[src/rtl/rdct_pkg.sv]
// Shared types and constants for the reload down-counter timer.
// Holds the transaction structs, command and address codes and control bit positions.
// No dependencies.
package rdct_pkg;

  // Command codes carried by an input transaction.
  localparam logic [1:0] CMD_TICK  = 2'd0;
  localparam logic [1:0] CMD_READ  = 2'd1;
  localparam logic [1:0] CMD_WRITE = 2'd2;

  // Register addresses.
  localparam logic [1:0] ADDR_CTRL    = 2'd0;
  localparam logic [1:0] ADDR_RELOAD  = 2'd1;
  localparam logic [1:0] ADDR_CURRENT = 2'd2;

  // Control register layout.
  localparam int CTRL_WIDTH        = 3;
  localparam int CTRL_ENABLE_BIT   = 0;
  localparam int CTRL_INTEN_BIT    = 1;
  localparam int CTRL_FULLRATE_BIT = 2;
  localparam int FLAG_POS          = 16;

  // Width of the slow-source prescaler.
  localparam int PRESCALE_WIDTH = 3;

  typedef struct packed {
    logic [1:0]  command;
    logic [1:0]  reg_address;
    logic [31:0] write_data;
  } in_item_t;

  typedef struct packed {
    logic [31:0] read_data;
    logic        interrupt_pulse;
    logic        running;
  } out_item_t;

endpackage

[src/rtl/rdct_core.sv]
// Timer state and the single-pass update logic for one transaction.
// Depends on rdct_pkg for the transaction structs and codes.
module rdct_core import rdct_pkg::*; #(
  parameter int COUNTER_WIDTH = 24,
  parameter int SLOW_DIVIDE   = 8
) (
  input  logic      clk,
  input  logic      rst,
  input  logic      fire,
  input  logic      one_shot,
  input  in_item_t  item,
  output out_item_t result
);

  logic [CTRL_WIDTH-1:0]     ctrl, ctrl_next;
  logic                      flag, flag_next;
  logic [COUNTER_WIDTH-1:0]  reload, reload_next;
  logic [COUNTER_WIDTH-1:0]  current, current_next;
  logic [PRESCALE_WIDTH-1:0] prescale, prescale_next;

  logic [COUNTER_WIDTH-1:0]  current_dec;
  logic [PRESCALE_WIDTH-1:0] prescale_inc;
  logic                      do_count;
  logic                      pulse;
  logic [31:0]               rd;

  assign current_dec  = current - COUNTER_WIDTH'(1);
  assign prescale_inc = prescale + PRESCALE_WIDTH'(1);

  always_comb begin
    ctrl_next     = ctrl;
    flag_next     = flag;
    reload_next   = reload;
    current_next  = current;
    prescale_next = prescale;
    do_count      = 1'b0;
    pulse         = 1'b0;
    rd            = '0;

    case (item.command)
      CMD_TICK: begin
        if (ctrl[CTRL_ENABLE_BIT]) begin
          if (ctrl[CTRL_FULLRATE_BIT]) begin
            do_count = 1'b1;
          end else if ((4'(prescale_inc) >= 4'(SLOW_DIVIDE)) ||
                       (prescale_inc == '0)) begin
            prescale_next = '0;
            do_count      = 1'b1;
          end else begin
            prescale_next = prescale_inc;
          end
        end
      end
      CMD_READ: begin
        case (item.reg_address)
          ADDR_CTRL: begin
            rd        = 32'(ctrl) | (32'(flag) << FLAG_POS);
            flag_next = 1'b0;
          end
          ADDR_RELOAD:  rd = 32'(reload);
          ADDR_CURRENT: rd = 32'(current);
          default:      rd = '0;
        endcase
      end
      CMD_WRITE: begin
        case (item.reg_address)
          ADDR_CTRL:   ctrl_next   = item.write_data[CTRL_WIDTH-1:0];
          ADDR_RELOAD: reload_next = item.write_data[COUNTER_WIDTH-1:0];
          ADDR_CURRENT: begin
            current_next = '0;
            flag_next    = 1'b0;
          end
          default: ;
        endcase
      end
      default: ;
    endcase

    // One count of the down-counter: reload from zero, flag the step to zero.
    if (do_count) begin
      if (current == '0) begin
        current_next = reload;
      end else begin
        current_next = current_dec;
        if (current_dec == '0) begin
          flag_next = 1'b1;
          if (ctrl[CTRL_INTEN_BIT]) begin
            pulse = 1'b1;
            if (one_shot) begin
              ctrl_next[CTRL_ENABLE_BIT] = 1'b0;
              ctrl_next[CTRL_INTEN_BIT]  = 1'b0;
              reload_next                = '0;
              current_next               = '0;
            end
          end
        end
      end
    end
  end

  always_ff @(posedge clk) begin
    if (rst) begin
      ctrl     <= '0;
      flag     <= 1'b0;
      reload   <= '0;
      current  <= '0;
      prescale <= '0;
    end else if (fire) begin
      ctrl     <= ctrl_next;
      flag     <= flag_next;
      reload   <= reload_next;
      current  <= current_next;
      prescale <= prescale_next;
    end
  end

  assign result.read_data       = rd;
  assign result.interrupt_pulse = pulse;
  assign result.running         = ctrl_next[CTRL_ENABLE_BIT];

`ifndef SYNTHESIS
  // A one-shot expiry with a pulse leaves the timer stopped and cleared.
  a_one_shot_stop: assert property (@(posedge clk) disable iff (rst)
    fire && pulse && one_shot |=> !ctrl[CTRL_ENABLE_BIT] && current == '0)
    else $error("one-shot expiry did not stop the timer");

  // A pulse always comes with the count flag set on the next cycle.
  a_pulse_sets_flag: assert property (@(posedge clk) disable iff (rst)
    fire && pulse |=> flag)
    else $error("interrupt pulse without count flag");

  // The prescaler never passes the divide ratio.
  a_prescale_range: assert property (@(posedge clk) disable iff (rst)
    4'(prescale) < 4'(SLOW_DIVIDE))
    else $error("prescaler out of range");
`endif

endmodule

[src/rtl/reload_down_counter_timer_top.sv]
// Top level of the reload down-counter timer: handshakes, input and result registers.
// Depends on rdct_pkg and rdct_core.
//
// Usage: every input transaction is a clock tick, a register read or a register write,
// and each one yields exactly one result transaction with the read data, the interrupt
// pulse and the enable state after the transaction.
// The input channel (in_valid, in_stall, in_data) takes a transaction at a clock edge
// where in_valid is high and in_stall is low. The transaction is held in an input
// register; when it advances, the timer state is updated from it and the result is
// loaded into the output register, which raises out_valid. While out_stall is low,
// throughput is one transaction per cycle: the whole update is one short pass through
// the counter decrement and compare between the input and the result register.
// When the receiver raises out_stall, the result register holds its transaction and
// the input register fills; in_stall then rises until the result is taken.
// The one_shot register is written over the cfg channel (cfg_valid, cfg_ready,
// cfg_data), which is always ready; write it only while the block is idle.
// A synchronous reset clears the timer state, the one_shot register and both
// valid flags; no clearing pass follows, so transactions are taken at once.
module reload_down_counter_timer_top import rdct_pkg::*; #(
  parameter int COUNTER_WIDTH = 24,
  parameter int SLOW_DIVIDE   = 8
) (
  input  logic      clk,
  input  logic      rst,
  input  logic      in_valid,
  output logic      in_stall,
  input  in_item_t  in_data,
  output logic      out_valid,
  input  logic      out_stall,
  output out_item_t out_data,
  input  logic      cfg_valid,
  output logic      cfg_ready,
  input  logic      cfg_data
);

  in_item_t  in_reg;
  logic      in_full;
  logic      one_shot;
  logic      advance;
  logic      in_accept;
  out_item_t result;

  // The held transaction moves on whenever the result register is empty or draining.
  assign advance   = in_full && (!out_valid || !out_stall);
  assign in_stall  = in_full && !advance;
  assign in_accept = in_valid && !in_stall;
  assign cfg_ready = 1'b1;

  always_ff @(posedge clk) begin
    if (rst) begin
      one_shot <= 1'b0;
    end else if (cfg_valid && cfg_ready) begin
      one_shot <= cfg_data;
    end
  end

  always_ff @(posedge clk) begin
    if (rst) begin
      in_full <= 1'b0;
    end else if (in_accept) begin
      in_full <= 1'b1;
    end else if (advance) begin
      in_full <= 1'b0;
    end
  end

  always_ff @(posedge clk) begin
    if (in_accept) begin
      in_reg <= in_data;
    end
  end

  rdct_core #(
    .COUNTER_WIDTH (COUNTER_WIDTH),
    .SLOW_DIVIDE   (SLOW_DIVIDE)
  ) u_core (
    .clk      (clk),
    .rst      (rst),
    .fire     (advance),
    .one_shot (one_shot),
    .item     (in_reg),
    .result   (result)
  );

  always_ff @(posedge clk) begin
    if (rst) begin
      out_valid <= 1'b0;
    end else if (advance) begin
      out_valid <= 1'b1;
    end else if (!out_stall) begin
      out_valid <= 1'b0;
    end
  end

  always_ff @(posedge clk) begin
    if (advance) begin
      out_data <= result;
    end
  end

`ifndef SYNTHESIS
  // Input is only held back by a stalled, full result register.
  a_stall_cause: assert property (@(posedge clk) disable iff (rst)
    in_stall |-> out_valid && out_stall && in_full)
    else $error("input stalled without a stalled result");

  // A processed transaction always shows up as a valid result.
  a_advance_result: assert property (@(posedge clk) disable iff (rst)
    advance |=> out_valid)
    else $error("processed transaction lost");

  // A taken result with nothing pending leaves the output empty.
  a_drain: assert property (@(posedge clk) disable iff (rst)
    out_valid && !out_stall && !in_full |=> !out_valid)
    else $error("result repeated");
`endif

endmodule
[config.mk]
export PLATFORM = sky130hd
export DESIGN_NAME = reload_down_counter_timer_top
export DESIGN_NICKNAME = d
export VERILOG_FILES = /design/src/rtl/rdct_pkg.sv /design/src/rtl/rdct_core.sv /design/src/rtl/reload_down_counter_timer_top.sv
export SDC_FILE = /design/constraint.sdc
export NUM_CORES = 1
export LEC_CHECK = 0
export BUFFER_PORTS_ARGS = -buffer_cell sky130_fd_sc_hd__buf_2
export CAP_MARGIN = 5
export CORE_MARGIN = 4
export CORE_UTILIZATION = 60
export CTS_CLUSTER_SIZE = 40
export DETAILED_ROUTE_END_ITERATION = 7
export GPL_ROUTABILITY_DRIVEN = 0
export PLACE_DENSITY = 0.87
export RECOVER_POWER = 25
export SYNTH_ARGS = -nofsm -noshare
export SYNTH_HDL_FRONTEND = slang
export SYNTH_SLANG_ARGS = --single-unit
[constraint.sdc]
create_clock -name clk -period 5.4 [get_ports clk]
set_clock_uncertainty 0.1 [all_clocks]
set_input_delay 0.54 -clock clk [delete_from_list [all_inputs] [get_ports clk]]
set_output_delay 0.54 -clock clk [all_outputs]
set_load 0.01 [all_outputs]
==> impl_results.rst, run 1 <==
.. list-table::
   :header-rows: 1

   * - Metric
     - Value
   * - Status
     - complete, but fails checks
   * - Hold violation total from the final report
     - 0
   * - Leak pwr
     - 2.11 nW
   * - Gates resized, CTS repair
     - 0
   * - Minimum period implied by the final worst setup slack
     - 3.59 ns
   * - Failing checks
     - max-capacitance violations, max-slew violations
   * - Worst path required time
     - 5.62 ns
   * - Final Routed Wirelength
     - 11700 µm
   * - Detailed Place HPWL
     - 8080 µm
   * - FF-to-FF setup slack
     - 1.81 ns
   * - Post-detailed-route DRC marker count
     - 0
   * - Endpoint class of the critical path
     - flop
   * - Biggest area contributors in the synthesized netlist
     - edfxtp_1 (31%), dfxtp_1 (22%), a22o_1 (4.0%)
   * - Post-place instance area
     - 5530 µm²
   * - Number of rows in the core area
     - 33
   * - Worst slew margin relative to its limit
     - -0.234
   * - CTS Root Cell
     - clkbuf_8
   * - Number of antenna diodes
     - 0
   * - Hold_ws
     - 0.222 ns
   * - Detailed-routing iteration count for the pre-antenna-repair pass
     - 6
   * - Final Non-Filler Cells
     - 674
   * - Highest clock rate
     - 0.279 GHz
   * - Total I/O pin count
     - 79
   * - RSZ-0062 raised after global routing
     - false
   * - Final worst setup slack
     - 1.81 ns
   * - Final Instance Area
     - 5730 µm²
   * - Buffer levels on the longest clock path
     - 2
   * - Sequential-to-total area share from yosys stat
     - 0.530
   * - Number of standard cells after synthesis
     - 525
   * - Die width
     - 102 µm
   * - Ordered cell list for the critical path
     - nor3_1 > nand4_1 > nor3_1 > xor2_1 > o31a_1 > a22o_1
   * - Setup_tns
     - 0 ns
   * - Global routing usage summed across all routing layers
     - 0.238
   * - H-tree depth
     - 3
   * - First-pass GRT wire length
     - 19000 µm
   * - HP Start
     - in_data[5]
   * - Total global routing overflow
     - 0
   * - Max_cap viols
     - 1
   * - Reg clk slew, reported paths
     - 0.11 ns
   * - Count of clock tree sinks
     - 112
   * - Startpoint of the most critical setup path
     - u_core.current[4]
   * - Iteration-0 DRC Markers
     - 480
   * - Maximum vdd ir drop
     - 0.000184 V
   * - Post-synthesis average cell area
     - 10.0 µm²
   * - Port-buffer cells
     - 61
   * - Average detailed-routed wire length per instance
     - 17.4 µm
   * - Die Area
     - 10300 µm²
   * - Highest fanout seen on the critical path
     - 24
   * - Most frequently used cell type in the post-synthesis netlist
     - dfxtp_1
   * - Largest incremental delay on the critical path
     - 0.86 ns
   * - Top_reg_cell synth
     - dfxtp_1
   * - Number of enable-type register cells in the synthesized netlist
     - 54
   * - Most common library cells after synthesis
     - dfxtp_1 (58), edfxtp_1 (54), nor2_1 (46), nand2_1 (45), a21oi_1 (33)
   * - Cell with the biggest individual delay on the critical path
     - o31a_1
   * - Path category of the worst min-delay check
     - primary input to flop
   * - Initial standard-cell utilization of the core
     - 0.627
   * - Clock latency at the later pin of the worst-skew pair
     - 0.38 ns
   * - Number of cells after detailed placement
     - 658
   * - Fraction of registers with async set/reset
     - 0
   * - Number of unique standard cell types used by synthesis
     - 53
   * - Number of flip-flops in the largest register
     - 28
   * - Number of global-route vias before repair
     - 3997
   * - Worst-case setup slack after placement
     - 1.91 ns
   * - CTS Buf Count
     - 9
   * - CORE AREA
     - 8380 µm²
   * - Vias per Instance
     - 6.29
   * - Count of yosys warnings during synthesis
     - 0
   * - Post-CTS Hold Fix Bufs
     - 0
   * - Biggest area consumer among synthesized cells
     - edfxtp_1
   * - Fraction of layout instances using a drive strength above 1
     - 0.160
   * - Pin slew with the least headroom to its limit
     - 1.85 ns
   * - Max-slew violation total from the final report
     - 40
   * - Kind of launch point of the worst setup path
     - flop
   * - Initial antenna violation count
     - 0
   * - Final Net Count
     - 613
   * - Number of antenna-violating nets in the routed design
     - 0
   * - Clock tree from TritonCTS
     - done
   * - Via count
     - 4239
   * - Area Overhead vs Synth
     - 9.00%
   * - WS Path Type
     - flop to flop
   * - CP dominant cell by count
     - nor3_1
   * - Cell area after synthesis
     - 5250 µm²
   * - Height of the die
     - 102 µm
   * - Top-area cell type share of the netlist area
     - 0.309
   * - Number of filler cells placed in the layout
     - 647
   * - Share of the clock period used by the worst path after layout
     - 0.665
   * - Endpoints failing setup
     - 0
   * - Worst R2R Start
     - u_core.current[4]
   * - Number of buffers added for setup after CTS
     - 0
   * - Pin count of the biggest net entering global routing
     - 40
   * - Synthesis-stage register bit count
     - 112
   * - Ratio of total power to cell area
     - 258 nW/µm²
   * - Endpoint arrival time on the critical path
     - 3.81 ns
-- cell type report --
type	count	area [µm²]	area share
timing repair buffer	66	338	0.0590
sequential	112	2780	0.486
tap	105	131	0.0229
multi-input combinational	370	2260	0.394
inverter	5	18.8	0.00328
clock buffer	9	124	0.0216
clock inverter	7	76.3	0.0133
-- layer usage --
layer | global-route usage | share of wire | vias up
li1 | - | - | 1992
met1 | 0.310 | 0.39 | 1955
met2 | 0.375 | 0.47 | 259
met3 | 0.0627 | 0.12 | 33
met4 | 0.101 | 0.026 | 0
met5 | 0 | 0 | -
-- logic make-up after synthesis --
logic type,share of synthesized area
AO/OA/AOI/OAI,0.176
other,0.00143
buffers and inverters,0.0479
multiplexers,0.0155
XOR/XNOR,0.0167
adder cells (fa/ha/maj),0.0167
flip-flops,0.530
AND/OR/NAND/NOR,0.196
-- critical path, delay by kind of cell (launching register included) --
kind	cells	cell delay, ns
and+or+nand+nor	3	1.45
AOI/OAI and AO/OA	2	1.13
DFF	1	0.40
xor gates and xnor gates	1	0.45
-- placed cells by master (no fill, tap or decap), drive strengths merged, types with 2 or more instances in the layout --
master   Yosys  final
a2111oi      2      2
a211o        2      2
a211oi       2      2
a21o         2      2
a21oi       33     33
a22o        24     24
a22oi       25     25
a2bb2oi      2      2
a31oi        3      3
and2         5      5
and3         2      2
buf         18     64
clkbuf      27     11
clkinv       0      4
conb         2      9
dfxtp       58     58
edfxtp      54     54
ha           7      7
inv          5      8
mux2i        7      7
nand2       45     45
nand2b       2      2
nand3        9      9
nand3b       3      3
nand4        3      3
nor2        46     46
nor2b       24     24
nor3        18     18
nor3b        6      6
nor4         9      9
o2111ai      2      2
o211ai       4      4
o21ai       32     32
o31a         2      2
or2          3      3
or3         10     10
or4          9      9
xnor2        4      4
xor2         6      6
-- report_power, final --
| part | leakage [nW] | internal, W | switching, W |
|---|---|---|---|
| clock | 0.100 | 0.000182 | 0.000304 |
| sequential | 1.00 | 0.000912 | 0.00000993 |
| combinational | 1.01 | 0.0000234 | 0.0000444 |
-- metrics by stage --
| stage | power, W | util |
|---|---|---|
| 3_3_place_gp | 0.00101 | 0.660 |
| 3_5_place_dp | 0.00101 | 0.660 |
| 4_1_cts | 0.00148 | 0.684 |
| 6_report | 0.00148 | 0.683 |
| 2_1_floorplan | 0.000984 | - |
| 5_1_grt | 0.00154 | 0.683 |
-- worst paths after layout --
path,end,cells past startpoint
setup / recovery,u_core.reload[2],6
hold / removal,in_reg[5],1
hold reg to reg,u_core.flag,2
setup reg to reg,u_core.reload[2],6
Power figures use the tool's default switching activity.
==> inputs of run 2 (changes only) <==
CORE_UTILIZATION = 57   (was 60)
PLACE_DENSITY = 0.84   (was 0.87)
clock period = 3.8 ns   (was 5.4 ns; I/O delays follow)
==> run 2 against run 1 <==
The flow still finishes with violations (max-capacitance violations, max-slew violations). Worst hold slack lost 0.15 ns. Sequential power rose by 42%. Die area up 4.8%. Critical path depth is 2 higher. Sequential cell count is the same. Highest routed layer unchanged.
==> impl_results.rst, run 2 (synthesis gave the netlist of run 1 again) <==
.. list-table::
   :header-rows: 1

   * - Metric
     - Value
   * - Status
     - complete, but fails checks
   * - Failing checks
     - max-capacitance violations, max-slew violations
   * - Maximum vdd ir drop
     - 0.000254 V (+38%)
   * - Cell with the biggest individual delay on the critical path
     - or4b_1
   * - Hold violation total from the final report
     - 0 (unchanged)
   * - Fraction of layout instances using a drive strength above 1
     - 0.135 (-0.0251)
   * - Highest-count cells in the layout ignoring fill and taps
     - dfxtp_1 (58), edfxtp_1 (54), nor2_1 (46)
   * - Kind of launch point of the worst setup path
     - flop
   * - Path category of the worst min-delay check
     - primary input to flop
   * - Number of antenna diodes
     - 0 (unchanged)
   * - Reg clk slew, reported paths
     - 0.11 ns (about the same)
   * - Number of buffers added for setup after CTS
     - 0 (unchanged)
   * - Via count
     - 4292 (+1.3%)
   * - Max_cap viols
     - 1 (unchanged)
   * - CTS Root Cell
     - clkbuf_8
   * - Final Instance Area
     - 5740 µm² (+0.22%)
   * - Sequential cell area
     - 2780 µm² (unchanged)
   * - Endpoint class of the critical path
     - flop
   * - CTS Buf Count
     - 9 (unchanged)
   * - Detailed Place HPWL
     - 8050 µm (-0.31%)
   * - Setup_tns
     - 0 ns (unchanged)
   * - Worst path required time
     - 3.97 ns (-1.65 ns)
   * - Hold_ws
     - 0.0723 ns (-0.150 ns)
   * - Final Util
     - 0.649 (-0.0346)
   * - Average detailed-routed wire length per instance
     - 17.7 µm (+1.5%)
   * - Endpoint arrival time on the critical path
     - 3.81 ns (about the same)
   * - Leading cell type in the layout, fill and taps excluded
     - dfxtp_1
   * - Die width
     - 104 µm (+2.4%)
   * - Share of the clock period used by the worst path after layout
     - 0.958 (+0.294)
   * - Number of filler cells placed in the layout
     - 708 (+9.4%)
   * - Post-place instance area
     - 5550 µm² (+0.29%)
   * - Clock latency at the later pin of the worst-skew pair
     - 0.38 ns (about the same)
   * - Buffer levels on the longest clock path
     - 2 (unchanged)
   * - Final Power
     - 0.00214 W (+45%)
   * - Pin count of the biggest net entering global routing
     - 40 (unchanged)
   * - Ratio of total power to cell area
     - 373 nW/µm² (+45%)
   * - Multi-input gate area
     - 2260 µm² (+0.17%)
   * - Ordered cell list for the critical path
     - nor3_1 > nand4_1 > or4b_1 > a21o_1 > a2111oi_4 > nor3_2 > buf_4 > a22o_1
   * - Leak pwr
     - 2.07 nW (-2.0%)
   * - Endpoints failing setup
     - 0 (unchanged)
   * - Total global routing overflow
     - 0 (unchanged)
   * - Global routing usage summed across all routing layers
     - 0.215 (-0.0229)
   * - Number of global-route vias before repair
     - 3913 (-2.1%)
   * - Number of rows in the core area
     - 34 (+3.0%)
   * - Final Net Count
     - 615 (+0.33%)
   * - Port-buffer cells
     - 61 (unchanged)
   * - H-tree depth
     - 3 (unchanged)
   * - Worst Path Buf+Inv
     - 1 (+1)
   * - Total I/O pin count
     - 79 (unchanged)
   * - Highest clock rate
     - 0.275 GHz (-1.4%)
   * - Detailed-routing iteration count for the pre-antenna-repair pass
     - 6 (unchanged)
   * - Die Area
     - 10800 µm² (+4.8%)
   * - Clock tree from TritonCTS
     - done
   * - Delay-heaviest family, CP
     - simple AND/OR/NAND/NOR gates
   * - Minimum period implied by the final worst setup slack
     - 3.64 ns (+0.0521 ns)
   * - Pin slew with the least headroom to its limit
     - 1.80 ns (-0.0477 ns)
   * - Worst slew margin relative to its limit
     - -0.203 (+0.0318)
   * - Final Routed Wirelength
     - 12000 µm (+2.3%)
   * - CORE AREA
     - 8850 µm² (+5.6%)
   * - Count of clock tree sinks
     - 112 (unchanged)
   * - Area Overhead vs Synth
     - 9.24%
   * - Iteration-0 DRC Markers
     - 569 (+19%)
   * - Initial standard-cell utilization of the core
     - 0.594 (-0.0331)
   * - Height of the die
     - 104 µm (+2.4%)
   * - Number of antenna-violating nets in the routed design
     - 0 (unchanged)
   * - Post-detailed-route DRC marker count
     - 0 (unchanged)
   * - Initial antenna violation count
     - 0 (unchanged)
   * - Number of flip-flops in the largest register
     - 28 (unchanged)
   * - Post-CTS Hold Fix Bufs
     - 0 (unchanged)
   * - Max-slew violation total from the final report
     - 40 (unchanged)
   * - Highest fanout seen on the critical path
     - 24 (unchanged)
   * - Vias per Instance
     - 6.32 (+0.50%)
   * - WS Path Type
     - flop to flop
   * - RSZ-0062 raised after global routing
     - false
   * - Largest incremental delay on the critical path
     - 0.61 ns (-0.25 ns)
   * - First-pass GRT wire length
     - 19100 µm (+0.40%)
run 2: area by class of cell:
type | count | share of cell area
multi-input cells | 370 | 0.394
flip-flops and latches | 112 | 0.485
inverters | 5 | 0.00327
clock inverters | 7 | 0.0148
well taps | 108 | 0.0235
clock buffers | 9 | 0.0216
repair buffers | 68 | 0.0582
run 2: metal layers:
layer | wire length (µm) | part of all wire | vias to the layer above | track usage
li1 | - | - | 1995 | -
met1 | 4760 | 0.40 | 1941 | 0.284
met2 | 5310 | 0.44 | 294 | 0.334
met3 | 1440 | 0.12 | 62 | 0.0472
met4 | 495 | 0.041 | 0 | 0.105
met5 | 0 | 0 | - | 0
run 2: final timing paths:
| check | from | depth (start not counted) | to | slack, ns |
|---|---|---|---|---|
| worst min-delay path | in_data[0] | 1 | in_reg[0] | 0.07 |
| worst max-delay path | u_core.current[4] | 8 | u_core.reload[4] | 0.16 |
| worst max register to register | u_core.current[4] | 8 | u_core.reload[4] | 0.16 |
| worst min register to register | in_reg[21] | 1 | u_core.reload[21] | 0.36 |
run 2: what timing repair did:
item | 4_1_cts | 5_1_grt
hold endpoints to repair | 0 | 0
setup endpoints to repair | 0 | 24
resized for setup | 0 | 2
run 2: per-stage QoR:
| step | instances | worst slack (ns) |
|---|---|---|
| final | 679 | 0.159 |
| after global routing | 679 | 0.0541 |
| after CTS | 679 | 0.257 |
| after detailed placement | 663 | 0.344 |
| after global placement | 663 | 0.461 |
| after floorplan | 532 | 0.800 |
run 2: report_power, final:
part | total (W) | switching (W) | internal, W
clock | 0.000736 | 0.000417 | 0.000319
sequential | 0.00131 | 0.0000145 | 0.00129
combinational | 0.0000976 | 0.0000638 | 0.0000337
total | 0.00214 | 0.000496 | 0.00165
